===== src/tdpq_pkg.sv =====
// Shared types, codes and constants of the tail-drop packet queue.
package tdpq_pkg;

	localparam int QUEUE_DEPTH = 64;
	localparam int PTR_W       = $clog2(QUEUE_DEPTH);
	localparam int CNT_W       = $clog2(QUEUE_DEPTH + 1);

	typedef enum logic [1:0] {
		OP_ENQ   = 2'd0,
		OP_DEQ   = 2'd1,
		OP_STATS = 2'd2,
		OP_NONE  = 2'd3
	} op_t;

	typedef enum logic [2:0] {
		OUT_ENQ   = 3'd0,
		OUT_DROP  = 3'd1,
		OUT_DEQ   = 3'd2,
		OUT_EMPTY = 3'd3,
		OUT_STATS = 3'd4
	} outcome_t;

	localparam logic [1:0] REG_PKT_LIMIT     = 2'd0;
	localparam logic [1:0] REG_BYTE_LIMIT    = 2'd1;
	localparam logic [1:0] REG_INTERVAL_MODE = 2'd2;

	typedef struct packed {
		logic [6:0]  pkt_limit;
		logic [19:0] byte_limit;
		logic        interval_mode;
	} cfg_t;

	// Request payload, lowest field last.
	typedef struct packed {
		logic [1:0]  pad;
		logic [15:0] pkt_tag;
		logic [13:0] pkt_len;
	} in_data_t;

	// Result payload, lowest field last.
	typedef struct packed {
		logic [6:0]  pad;
		logic [47:0] sum_drop_bytes;
		logic [47:0] sum_occ_bytes;
		logic [31:0] sum_occ_pkts;
		logic [19:0] occ_bytes;
		logic [6:0]  occ_pkts;
		logic [13:0] out_len;
		logic [15:0] out_tag;
	} out_data_t;

	typedef struct packed {
		logic [15:0] tag;
		logic [13:0] len;
	} desc_t;

	localparam int DESC_W = $bits(desc_t);

	typedef enum logic [1:0] {
		ST_IDLE,
		ST_READ,
		ST_RESP
	} state_t;

	typedef struct packed {
		logic accept;
		logic finish;
	} ctrl_cmd_t;

	typedef struct packed {
		logic deq_hit;
		logic discard;
	} dp_status_t;

endpackage


===== src/tail_drop_packet_queue.sv =====
// Top level of the tail-drop packet queue: configuration registers and module wiring.
//
// Requests arrive on the s_ stream: s_tuser carries the operation (enqueue, dequeue,
// report-and-clear of the interval sums, or the unused code, which is swallowed with no
// result). s_tdata carries the packet length and tag used by an enqueue.
// Every other request yields exactly one result on the m_ stream: m_tuser carries the
// outcome and m_tdata the tag and length concerned, the occupancy after the action and,
// on a stats report, the three interval sums.
// The block handles one request at a time. An enqueue, a stats report or a dequeue on an
// empty queue is accepted and its result is offered in the next cycle; a dequeue
// that hits first passes through the read state for the registered descriptor memory read.
// Once the result is taken, s_tready rises again in the following cycle, so a request
// holds the block through the idle, read (on a hit) and result states when m_tready is high.
// The descriptor memory read port and the controller's single result register set this.
// While the receiver holds m_tready low the result stays registered and unchanged, and
// s_tready stays low, so no request is lost.
// Reset clears pointers, occupancy, interval sums and the limit registers; the memory
// needs no clearing because only written entries are ever read.
// The limit registers are written over the APB port at byte addresses 0, 4 and 8.
module tail_drop_packet_queue import tdpq_pkg::*; (
	input  logic         clk,
	input  logic         arst_n,
	// Request stream.
	input  logic         s_tvalid,
	output logic         s_tready,
	input  logic [31:0]  s_tdata,  // [13:0] pkt_len, [29:14] pkt_tag, [31:30] zero
	input  logic [1:0]   s_tuser,  // [1:0] op
	// Result stream.
	output logic         m_tvalid,
	input  logic         m_tready,
	output logic [191:0] m_tdata,  // [15:0] out_tag, [29:16] out_len, [36:30] occ_pkts,
	                               // [56:37] occ_bytes, [88:57] sum_occ_pkts,
	                               // [136:89] sum_occ_bytes, [184:137] sum_drop_bytes,
	                               // [191:185] zero
	output logic [2:0]   m_tuser,  // [2:0] outcome
	// Configuration port.
	input  logic         psel,
	input  logic         penable,
	input  logic         pwrite,
	input  logic [3:0]   paddr,
	input  logic [31:0]  pwdata,
	output logic [31:0]  prdata,
	output logic         pready
);

	cfg_t             cfg_q;
	ctrl_cmd_t        cmd;
	dp_status_t       status;
	in_data_t         in_d;
	out_data_t        res_data;
	logic             ram_we;
	logic             ram_re;
	logic [PTR_W-1:0] ram_waddr;
	logic [PTR_W-1:0] ram_raddr;
	desc_t            ram_wdata;
	desc_t            ram_rdata;

	// The port never inserts wait states.
	assign pready = 1'b1;

	// Register writes land on the access phase; the word index is taken from paddr[3:2].
	always_ff @(posedge clk or negedge arst_n) begin
		if (!arst_n) begin
			cfg_q <= '0;
		end else if (psel && penable && pwrite && pready) begin
			case (paddr[3:2])
				REG_PKT_LIMIT:     cfg_q.pkt_limit     <= pwdata[6:0];
				REG_BYTE_LIMIT:    cfg_q.byte_limit    <= pwdata[19:0];
				REG_INTERVAL_MODE: cfg_q.interval_mode <= pwdata[0];
				default: begin
				end
			endcase
		end
	end

	always_comb begin
		case (paddr[3:2])
			REG_PKT_LIMIT:     prdata = 32'(cfg_q.pkt_limit);
			REG_BYTE_LIMIT:    prdata = 32'(cfg_q.byte_limit);
			REG_INTERVAL_MODE: prdata = 32'(cfg_q.interval_mode);
			default:           prdata = '0;
		endcase
	end

	assign in_d = in_data_t'(s_tdata);

	tdpq_ctrl u_ctrl (
		.clk      (clk),
		.arst_n   (arst_n),
		.s_tvalid (s_tvalid),
		.s_tready (s_tready),
		.m_tvalid (m_tvalid),
		.m_tready (m_tready),
		.status   (status),
		.cmd      (cmd)
	);

	tdpq_dp u_dp (
		.clk         (clk),
		.arst_n      (arst_n),
		.cmd         (cmd),
		.status      (status),
		.cfg         (cfg_q),
		.in_op       (s_tuser),
		.in_len      (in_d.pkt_len),
		.in_tag      (in_d.pkt_tag),
		.ram_we      (ram_we),
		.ram_waddr   (ram_waddr),
		.ram_wdata   (ram_wdata),
		.ram_re      (ram_re),
		.ram_raddr   (ram_raddr),
		.ram_rdata   (ram_rdata),
		.res_data    (res_data),
		.res_outcome (m_tuser)
	);

	// Descriptor memory: one entry per queued packet, written at the tail, read at the head.
	tdpq_ram #(
		.WIDTH (DESC_W),
		.DEPTH (QUEUE_DEPTH)
	) u_desc_ram (
		.clk   (clk),
		.we    (ram_we),
		.waddr (ram_waddr),
		.wdata (ram_wdata),
		.re    (ram_re),
		.raddr (ram_raddr),
		.rdata (ram_rdata)
	);

	assign m_tdata = res_data;

endmodule


===== src/tdpq_ram.sv =====
// Generic single-port-write, registered-read RAM.
module tdpq_ram #(
	parameter int WIDTH = 8,
	parameter int DEPTH = 16
) (
	input  logic                     clk,
	input  logic                     we,
	input  logic [$clog2(DEPTH)-1:0] waddr,
	input  logic [WIDTH-1:0]         wdata,
	input  logic                     re,
	input  logic [$clog2(DEPTH)-1:0] raddr,
	output logic [WIDTH-1:0]         rdata
);

	logic [WIDTH-1:0] mem_q [DEPTH];

	always_ff @(posedge clk) begin
		if (we) begin
			mem_q[waddr] <= wdata;
		end
		if (re) begin
			rdata <= mem_q[raddr];
		end
	end

endmodule


===== src/tdpq_ctrl.sv =====
// Controller state machine of the tail-drop packet queue.
module tdpq_ctrl import tdpq_pkg::*; (
	input  logic       clk,
	input  logic       arst_n,
	input  logic       s_tvalid,
	output logic       s_tready,
	output logic       m_tvalid,
	input  logic       m_tready,
	input  dp_status_t status,
	output ctrl_cmd_t  cmd
);

	state_t state_q;
	state_t state_n;

	always_ff @(posedge clk or negedge arst_n) begin
		if (!arst_n) begin
			state_q <= ST_IDLE;
		end else begin
			state_q <= state_n;
		end
	end

	always_comb begin
		state_n    = state_q;
		s_tready   = 1'b0;
		m_tvalid   = 1'b0;
		cmd.accept = 1'b0;
		cmd.finish = 1'b0;
		case (state_q)
			ST_IDLE: begin
				s_tready = 1'b1;
				if (s_tvalid) begin
					cmd.accept = 1'b1;
					if (status.discard) begin
						state_n = ST_IDLE;
					end else if (status.deq_hit) begin
						state_n = ST_READ;
					end else begin
						state_n = ST_RESP;
					end
				end
			end
			ST_READ: begin
				cmd.finish = 1'b1;
				state_n    = ST_RESP;
			end
			ST_RESP: begin
				m_tvalid = 1'b1;
				if (m_tready) begin
					state_n = ST_IDLE;
				end
			end
			default: begin
				state_n = ST_IDLE;
			end
		endcase
	end

endmodule


===== src/tdpq_dp.sv =====
// Datapath of the tail-drop packet queue: pointers, occupancy, interval sums, result register.
module tdpq_dp import tdpq_pkg::*; (
	input  logic              clk,
	input  logic              arst_n,
	input  ctrl_cmd_t         cmd,
	output dp_status_t        status,
	input  cfg_t              cfg,
	input  logic [1:0]        in_op,
	input  logic [13:0]       in_len,
	input  logic [15:0]       in_tag,
	output logic              ram_we,
	output logic [PTR_W-1:0]  ram_waddr,
	output desc_t             ram_wdata,
	output logic              ram_re,
	output logic [PTR_W-1:0]  ram_raddr,
	input  desc_t             ram_rdata,
	output out_data_t         res_data,
	output logic [2:0]        res_outcome
);

	function automatic logic [31:0] sat_add32(input logic [31:0] a, input logic [31:0] b);
		logic [32:0] s;
		s = {1'b0, a} + {1'b0, b};
		return s[32] ? '1 : s[31:0];
	endfunction

	function automatic logic [47:0] sat_add48(input logic [47:0] a, input logic [47:0] b);
		logic [48:0] s;
		s = {1'b0, a} + {1'b0, b};
		return s[48] ? '1 : s[47:0];
	endfunction

	function automatic logic [PTR_W-1:0] ptr_inc(input logic [PTR_W-1:0] p);
		return (p == PTR_W'(QUEUE_DEPTH - 1)) ? '0 : p + 1'b1;
	endfunction

	logic [PTR_W-1:0] head_q, head_n;
	logic [PTR_W-1:0] tail_q, tail_n;
	logic [CNT_W-1:0] count_q, count_n;
	logic [19:0]      bytes_q, bytes_n;
	logic [31:0]      acc_pkts_q, acc_pkts_n;
	logic [47:0]      acc_bytes_q, acc_bytes_n;
	logic [47:0]      acc_drops_q, acc_drops_n;
	out_data_t        out_q, out_n;
	outcome_t         outcome_q, outcome_n;

	logic [20:0] byte_sum;
	logic        refuse;
	op_t         op;

	assign op             = op_t'(in_op);
	assign status.deq_hit = (op == OP_DEQ) && (count_q != '0);
	assign status.discard = (op == OP_NONE);

	// Admission: configured limits, then the hardware limits of the store and the byte counter.
	assign byte_sum = {1'b0, bytes_q} + 21'(in_len);
	always_comb begin
		refuse = 1'b0;
		if ((cfg.pkt_limit != '0) && (32'(count_q) >= 32'(cfg.pkt_limit))) begin
			refuse = 1'b1;
		end
		if ((cfg.byte_limit != '0) && (byte_sum > 21'(cfg.byte_limit))) begin
			refuse = 1'b1;
		end
		if (32'(count_q) >= QUEUE_DEPTH) begin
			refuse = 1'b1;
		end
		if (byte_sum[20]) begin
			refuse = 1'b1;
		end
	end

	assign ram_waddr = tail_q;
	assign ram_raddr = head_q;
	assign ram_wdata = '{tag: in_tag, len: in_len};

	always_comb begin
		head_n      = head_q;
		tail_n      = tail_q;
		count_n     = count_q;
		bytes_n     = bytes_q;
		acc_pkts_n  = acc_pkts_q;
		acc_bytes_n = acc_bytes_q;
		acc_drops_n = acc_drops_q;
		out_n       = out_q;
		outcome_n   = outcome_q;
		ram_we      = 1'b0;
		ram_re      = 1'b0;
		if (cmd.accept) begin
			out_n = '0;
			case (op)
				OP_ENQ: begin
					if (refuse) begin
						outcome_n     = OUT_DROP;
						out_n.out_tag = in_tag;
						out_n.out_len = in_len;
						if (cfg.interval_mode) begin
							acc_drops_n = sat_add48(acc_drops_q, 48'(in_len));
						end
					end else begin
						outcome_n = OUT_ENQ;
						ram_we    = 1'b1;
						tail_n    = ptr_inc(tail_q);
						count_n   = count_q + 1'b1;
						bytes_n   = byte_sum[19:0];
						if (cfg.interval_mode) begin
							acc_pkts_n  = sat_add32(acc_pkts_q, 32'(count_n));
							acc_bytes_n = sat_add48(acc_bytes_q, 48'(bytes_n));
						end
					end
				end
				OP_DEQ: begin
					if (count_q == '0) begin
						outcome_n = OUT_EMPTY;
					end else begin
						ram_re = 1'b1;
					end
				end
				OP_STATS: begin
					outcome_n            = OUT_STATS;
					out_n.sum_occ_pkts   = acc_pkts_q;
					out_n.sum_occ_bytes  = acc_bytes_q;
					out_n.sum_drop_bytes = acc_drops_q;
					acc_pkts_n           = '0;
					acc_bytes_n          = '0;
					acc_drops_n          = '0;
				end
				default: begin
					out_n = out_q;
				end
			endcase
			out_n.occ_pkts  = 7'(count_n);
			out_n.occ_bytes = bytes_n;
		end else if (cmd.finish) begin
			// Descriptor read from the head entry has arrived.
			outcome_n       = OUT_DEQ;
			head_n          = ptr_inc(head_q);
			count_n         = count_q - 1'b1;
			bytes_n         = (bytes_q >= 20'(ram_rdata.len)) ? bytes_q - 20'(ram_rdata.len) : '0;
			out_n           = '0;
			out_n.out_tag   = ram_rdata.tag;
			out_n.out_len   = ram_rdata.len;
			out_n.occ_pkts  = 7'(count_n);
			out_n.occ_bytes = bytes_n;
			if (cfg.interval_mode) begin
				acc_pkts_n  = sat_add32(acc_pkts_q, 32'(count_n));
				acc_bytes_n = sat_add48(acc_bytes_q, 48'(bytes_n));
			end
		end
	end

	always_ff @(posedge clk or negedge arst_n) begin
		if (!arst_n) begin
			head_q      <= '0;
			tail_q      <= '0;
			count_q     <= '0;
			bytes_q     <= '0;
			acc_pkts_q  <= '0;
			acc_bytes_q <= '0;
			acc_drops_q <= '0;
		end else begin
			head_q      <= head_n;
			tail_q      <= tail_n;
			count_q     <= count_n;
			bytes_q     <= bytes_n;
			acc_pkts_q  <= acc_pkts_n;
			acc_bytes_q <= acc_bytes_n;
			acc_drops_q <= acc_drops_n;
		end
	end

	always_ff @(posedge clk) begin
		out_q     <= out_n;
		outcome_q <= outcome_n;
	end

	assign res_data    = out_q;
	assign res_outcome = outcome_q;

endmodule


===== config.mk =====
export PLATFORM = sky130hd
export DESIGN_NAME = tail_drop_packet_queue
export DESIGN_NICKNAME = d
export VERILOG_FILES = /design/src/tdpq_pkg.sv /design/src/tail_drop_packet_queue.sv /design/src/tdpq_ram.sv /design/src/tdpq_ctrl.sv /design/src/tdpq_dp.sv
export SDC_FILE = /design/constraint.sdc
export NUM_CORES = 2
export LEC_CHECK = 0
export ABC_AREA = 0
export CORE_ASPECT_RATIO = 0.7
export CORE_UTILIZATION = 45
export CTS_CLUSTER_SIZE = 25
export DETAILED_ROUTE_END_ITERATION = 8
export DONT_BUFFER_PORTS = 1
export GPL_TIMING_DRIVEN = 0
export HOLD_SLACK_MARGIN = 0.03
export PLACE_DENSITY_LB_ADDON = 0.08
export SLEW_MARGIN = 15
export SYNTH_ARGS = -nofsm -noshare
export SYNTH_HDL_FRONTEND = slang
export SYNTH_SLANG_ARGS = --single-unit

===== constraint.sdc =====
create_clock -name clk -period 11.3 [get_ports clk]
set_clock_uncertainty 0.1 [all_clocks]
set_input_delay 1.13 -clock clk [delete_from_list [all_inputs] [get_ports clk]]
set_output_delay 1.13 -clock clk [all_outputs]
set_load 0.02 [all_outputs]

## Yosys cells after proc, flatten, opt, wreduce, memory -nomap -nowiden

Memory sizes are Yosys's and may differ from the RTL's. A register that Yosys moved wholly into a read port is not among the register bits.
Index checks and enable logic that the tools add are counted.

- Add/sub/neg operators: 11
- Order comparisons: 4
- Equal/unequal tests: 20
- Muxes and demuxes: 65
- Bitwise gates (word level): 2
- Reductions and logical operators: 30

Operators by type and width:

| operator | number |
|---|---|
| $mux 48 | 10 |
| $mux 192 | 2 |
| $pmux 128 s2 | 1 |
| $mux 32 | 7 |
| $pmux 48 s2 | 2 |
| $mux 20 | 5 |
| $add 48x20->49 | 2 |
| $add 32x7->33 | 2 |
| $pmux 32 s2 | 1 |
| $pmux 20 s3 | 1 |
| $pmux 30 s2 | 1 |
| $add 48x14->49 | 1 |
| $mux 7 | 5 |
| $mux 30 | 1 |
| $add 20x14->21 | 1 |
| $gt 21x20->1 | 1 |
| $ge 20x14->1 | 1 |
| $reduce_bool 20->1 | 1 |
| $sub 20x14->20 | 1 |
| $mux 1 | 18 |
| $reduce_and 2->1 | 8 |
| $reduce_bool 7->1 | 2 |
| $add 6x1->6 const B | 2 |
| $eq 6x6->1 const B | 2 |
| other kinds (27) | 54 |

- Bits in registers: 392
- Bits in writable memories: 1,920
- Input port bits: 77
- Output and inout port bits: 230
- Logic and storage cells: 153
- Memories kept: 1

Memories:

| memory | depth | bits a word | rd ports | clocked after memory_dff | wr ports | RTL line | RTL |
|---|---|---|---|---|---|---|---|
| u_desc_ram.mem_q | 64 | 30 | 1 | 1 | 1 | tdpq_ram.sv:15 | `logic [WIDTH-1:0] mem_q [DEPTH];` |

## Depth between registers and ports, before layout

- Word-level depth: 11
- Depth in mapped cells: 24
- Gate-level depth less buffers: 23

## Hierarchy

A second synthesis with hierarchy kept.

- Cells, all modules: 6,102
- Area, all modules: 99,899.6 µm²

Modules (own cells, without submodules):

| module | instances | cells each | area an instance (µm²) | sequential area each (µm²) |
|---|---|---|---|---|
| tdpq_ram | 1 | 3,309 | 74,268.7 | 58,556.2 |
| tdpq_dp | 1 | 2,674 | 24,110.6 | 9,824.4 |
| tail_drop_packet_queue | 1 | 109 | 1,410.1 | 700.7 |
| tdpq_ctrl | 1 | 10 | 110.1 | 50.0 |

## Worst setup path after synthesis

OpenSTA, ideal clock, no wires.

- Kind: input to register
- Start: in s_tuser[0]
- End: reg u_dp.out_q (netlist bit u_dp.res_data[100]) (enable)
- Library setup time: 0.657 ns
- Arrival time: 8.102 ns
- Required time: 10.543 ns
- Slack: 2.440 ns
- Stages: 6
- Path buffers: 2
- Path through: inv_1 ha_1 clkbuf_1 nor2_1 clkbuf_1 a21oi_1

- Word-level cells in the longest chain between the ends: 4
- Elaborated cells between the ends (all ways): 6
- Those cells by class: 3 x eq/ne; 3 x reduce/logical

RTL lines:

| item | RTL line | RTL |
|---|---|---|
| start, declared | tail_drop_packet_queue.sv:27 | `input logic [1:0] s_tuser,` |
| $eq 2x1->1 / $logic_not 2->1 (equally long branches) | tdpq_dp.sv:91 | `case (op)` |
| $reduce_or 2->1 (no line) | n/a |  |
| $ne 3x2->1 (no line) (*) | n/a |  |
| $reduce_and 2->1 (no line) (*) | n/a |  |
| end signal, assigned | tdpq_dp.sv:173 | `out_q <= out_n;` |
| end, declared | tdpq_dp.sv:44 | `out_data_t out_q, out_n;` |

Every way passes the cells marked *; elsewhere a longest branch is shown, timed or not.
A chain may end at the register's enable or synchronous reset.

## Worst setup path after layout

- Start: reg u_desc_ram.rdata[0], read port of u_desc_ram.mem_q
- End: reg u_dp.acc_bytes_q[5]

- Word-level cells in the longest chain between the ends: 7
- Elaborated cells between the ends (all ways): 8
- Those cells by class: 2 x add/sub; 1 x order compare; 5 x mux

RTL lines:

| item | RTL line | RTL |
|---|---|---|
| start, declared | tdpq_ram.sv:12 | `output logic [WIDTH-1:0] rdata` |
| $sub 20x14->20 / $ge 20x14->1 (equally long branches) | tdpq_dp.sv:139 | `bytes_n = (bytes_q >= 20'(ram_rdata.len)) ? bytes_q - 20'(ram_rdata.len) : '0;` |
| $mux 20 (*) | tdpq_dp.sv:139 |  |
| $add 48x20->49 (*) | tdpq_dp.sv:29 | `s = {1'b0, a} + {1'b0, b};` |
| $mux 48 (*) | tdpq_dp.sv:30 | `return s[48] ? '1 : s[47:0];` |
| $mux 48 (*) | tdpq_dp.sv:145 | `if (cfg.interval_mode) begin` |
| $mux 48 (*) | tdpq_dp.sv:134 | `end else if (cmd.finish) begin` |
| $mux 48 (*) | tdpq_dp.sv:89 | `if (cmd.accept) begin` |
| end signal, assigned | tdpq_dp.sv:167 | `acc_bytes_q <= acc_bytes_n;` |
| end, declared | tdpq_dp.sv:42 | `logic [47:0] acc_bytes_q, acc_bytes_n;` |

Every way passes the cells marked *; elsewhere a longest branch is shown, timed or not. The select of a mux whose other input is x is not followed.

==> metrics.md <==
| Metric | Value |
|---|---|
| Synthesized area | `98,800 sq um` |
| Nets | `6,164` |
| # DRC | `0` |
| Tot Pwr | `27.5 mW` |
| Via count | `approximately 57,000` |
| GP Congestion | `0.955` |
| FILL cells | `17,700` |
| Setup violators final | `0` |
| Post-synth ARST share | `about 8.4%` |
| Reg clk slew, reported paths | `0.07 ns` |
| Vias in the first global route | `about 54,000` |
| Gate Count Post-Synth | `5,603` |
| Hold_buf cts | `1` |
| Port buffer count | `0` |
| Reg2reg setup slack | `between 2 and 2.5 ns` |
| Max Cap Viol | `0` |
| Final WL | `314 mm` |
| Clock Power Share | `27.9%` |
| Cell area power density | `245 nW/um^2` |
| H-tree depth | `4` |
| Sequential share of power | `37.7%` |
| ANT nets after route | `0` |
| Data required time of the critical path | `11.98 ns` |
| Layout area overhead | `13.7%` |
| Slew headroom | `6.57%` |
| Register bit count reported by yosys | `2,335` |
| Syn. warnings | `0` |
| Crit Path Class | `flop to flop` |
| Hold WC Path Type | `primary input to async pin` |
| Reg2reg start | `u_desc_ram.rdata[0]` |
| Clock buffer depth | `4` |
| Initial antenna violation count | `35` |
| Final Hold Viols | `0` |
| Combinational power share | `around 34%` |
| Critical path fanouts, max | `10` |
| Reg area | `69,100 sq um` |
| Largest net degree at the start of global routing | `198` |
| CP max stage delay | `1.06 ns` |
| Ys flop type | `edfxtp_1` |
| Routed len/inst | `approximately 35 um` |
| Area of the multi-input gates | `28,400 sq um` |
| Seq/Total Area, Yosys | `70.0%` |
| Routed vias/inst | `around 6.3` |
| Root Buffer | `clkbuf_16` |
| First-pass GRT wire length | `435 mm` |
| CP max-delay cell | `a21oi_1` |
| Distinct cells, synth | `82` |
| Clk_lat worst skew | `0.88 ns` |
| Top Ports | `307` |
| CTS tree | `built` |
| Initial Util | `45.4%` |
| Worst-Margin Slew | `1.40 ns` |
| Global route total overflow | `0` |
| Status | `finished, final reports clean` |
| Crit path max-delay family | `compound AO/OA/AOI/OAI gates` |
| R2r endpoint | `u_dp.acc_bytes_q[5]` |
| P_leak | `36.6 nW` |
| Final HPWL from detailed placement | `223 mm` |
| CP startpoint kind | `flop` |
| GRT Util Overall | `28.2%` |
| Post-CTS resize count | `0` |
| Die X | `562 um` |
| Place WS | `roughly 2.1 ns` |
| Critical-path cell list | `ha_1, inv_1, fa_1, a21o_1, a221oi_1, a21oi_1, o21ai_0, nand2_1, nor3_2, buf_2, nor2_1, ha_1, a21oi_1, nand4b_1, a31oi_1, o311ai_1, a21oi_1, nand2_1, nand2_1, buf_2, o22ai_1, a21oi_1` |
| Sw Ratio | `35.3%` |
| Minimum clock period | `8.89 ns` |
| Peak VDD IR | `0.133 mV` |
| Fin crit share | `between 70% and 80%` |
| Layout cells sized above 1 | `20.2%` |
| Core Box Area | `between 200,000 and 250,000 sq um` |
| Worst EP arrival | `roughly 9.6 ns` |
| Most used cell, CP | `a21oi_1` |
| Switch Pwr | `9.71 mW` |
| Die Y | `approximately 390 um` |
| Internal power | `between 15 and 20 mW` |
| Initial DRC Count | `8,175` |
| RSZ-0062 raised after global routing | `no` |
| Die Area | `221,000 sq um` |
| CP Launch Point | `u_desc_ram.rdata[0]` |
| EDFF count, synth | `2,138` |
| CTS Buf Count | `approximately 230` |
| Crit path buf inv count | `3` |
| Final slew viol count | `0` |
| Reg2Reg Depth | `22` |
| Mapped Avg Cell Area | `17.6 sq um` |
| Row count | `143` |
| Fin util | `51.6%` |
| CP Capture Type | `flop` |
| FMAX | `112 MHz` |
| Setup repair bufs after CTS | `0` |
| Clk sinks | `2,335` |
| DR pass1 iterations | `6` |
| Fin worst setup slack | `2.41 ns` |
state kept, by name, summed over array words and instances, names as in the netlist:
| register | cells |
|---|---|
| u_dp.res_outcome | 3 |
| u_desc_ram.mem_q | 1920 |
| u_dp.acc_drops_q | 48 |
| u_dp.acc_pkts_q | 32 |
| u_dp.ram_raddr | 6 |
| u_dp.acc_bytes_q | 48 |
| cfg_q | 28 |
| u_dp.res_data | 185 |
| u_desc_ram.rdata | 30 |
| u_dp.bytes_q | 20 |
| u_ctrl.state_q | 2 |
| u_dp.ram_waddr | 6 |
| u_dp.count_q | 7 |
worst reg2reg max path, stage by stage, from the launching register on:
cell and delay, ns:
edfxtp_1 0.47, ha_1 0.22, inv_1 0.06, fa_1 0.41, a21o_1 0.20, a221oi_1 0.39, a21oi_1 0.21, o21ai_0 0.59
nand2_1 0.32, nor3_2 0.61, buf_2 0.41, nor2_1 0.15, ha_1 0.36, a21oi_1 0.10, nand4b_1 0.22, a31oi_1 0.42
o311ai_1 0.41, a21oi_1 1.07, nand2_1 0.82, nand2_1 0.57, buf_2 0.36, o22ai_1 0.15, a21oi_1 0.19
metrics by stage:
stage / area (sq um) / instances / hold slack [ns] / TNS, ns
finish: 112000 / 9027 / 0.113 / 0
global route: 112000 / 9022 / 0.105 / 0
CTS: 112000 / 9020 / 0.181 / 0
detailed placement: 105000 / 8615 / 0.402 / 0
global placement: 102000 / 8521 / 0.390 / -394.53
floorplan: 98800 / 5621 / 0.366 / 0
cell families (layout without fill, tap and decap cells):
group	Yosys count	count (layout)	synth area share, %
flops	2335	2335	70.0
simple gates	1068	1068	5.29
compound gates	838	838	5.37
mux	649	649	14.6
buf+inv	446	947	1.84
fa+ha+maj	138	138	1.80
xor+xnor	127	127	1.13
other cells	2	25	0.00760
cells in the mapped netlist, types with 20 or more instances:
| cell | instances | area [sq um] |
|---|---|---|
| inv_1 | 104 | 390 |
| buf_4 | 25 | 188 |
| o22ai_1 | 41 | 257 |
| o21ai_0 | 166 | 831 |
| xnor2_1 | 77 | 674 |
| o21a_1 | 23 | 173 |
| nand2_1 | 243 | 912 |
| edfxtp_1 | 2138 | 64200 |
| buf_2 | 31 | 155 |
| clkbuf_1 | 234 | 878 |
| nand4_1 | 39 | 244 |
| xor2_1 | 50 | 438 |
| and3_1 | 168 | 1050 |
| ha_1 | 131 | 1640 |
| a22o_1 | 26 | 228 |
| nor3_1 | 82 | 410 |
| a21oi_1 | 251 | 1260 |
| dfrtp_1 | 197 | 4930 |
| nor2_1 | 286 | 1070 |
| mux4_2 | 630 | 14200 |
| buf_1 | 50 | 188 |
| nor2b_1 | 20 | 125 |
| and2_1 | 31 | 194 |
| a211oi_1 | 31 | 233 |
| a31oi_1 | 71 | 444 |
| nand3_1 | 92 | 460 |
| a21o_1 | 52 | 390 |
metal layers:
metal / routed length (um) / vias to the layer above / track usage, %
li1: - / 23400 / -
met1: 146000 / 30300 / 46.2
met2: 126000 / 2991 / 37.0
met3: 36800 / 366 / 8.08
met4: 5460 / 8 / 4.98
met5: 48 / - / 0
worst max-delay path by stage:
stage | to | slack [ns] | cells after the start
2_1_floorplan | u_dp.res_data[100] | 2.44 | 6
3_3_place_gp | u_desc_ram.mem_q[39][19] | -4.05 | 18
3_5_place_dp | u_desc_ram.mem_q[43][20] | 2.12 | 21
4_1_cts | u_desc_ram.mem_q[43][16] | 2.96 | 22
5_1_grt | u_dp.acc_bytes_q[5] | 2.48 | 22
6_report | u_dp.acc_bytes_q[5] | 2.41 | 22
layout by cell type, fill, tap and decap left out, types with 103 or more instances in the layout:
cell / synthesis / routed
dfrtp_1: 197 / 197
ha_1: 131 / 131
nand2_1: 243 / 243
clkbuf_16: 0 / 232
edfxtp_1: 2138 / 2138
and3_1: 168 / 168
o21ai_0: 166 / 166
clkbuf_1: 234 / 265
inv_1: 104 / 103
a21oi_1: 251 / 249
nor2_1: 286 / 223
mux4_2: 630 / 630
power groups by stage:
stage          Combinational (mW)  Clock, mW  Sequential, mW
2_1_floorplan                5.98          0            10.4
3_3_place_gp                 9.17          0            10.6
3_5_place_dp                 9.23          0            10.6
4_1_cts                      9.30       7.78            10.4
5_1_grt                      10.0       8.09            10.4
6_report                     9.47       7.67            10.4
final cells by class:
cell class	count	share of cell area [%]
Antenna cell	5	0.0111
Buffer	342	1.32
Clock buffer	288	5.37
Clock inverter	116	1.14
Inverter	104	0.348
Multi-Input combinational cell	2840	25.3
Sequential cell	2335	61.6
Tap cell	2900	3.23
Timing Repair Buffer	97	1.73
Power figures use the tool's default switching activity.
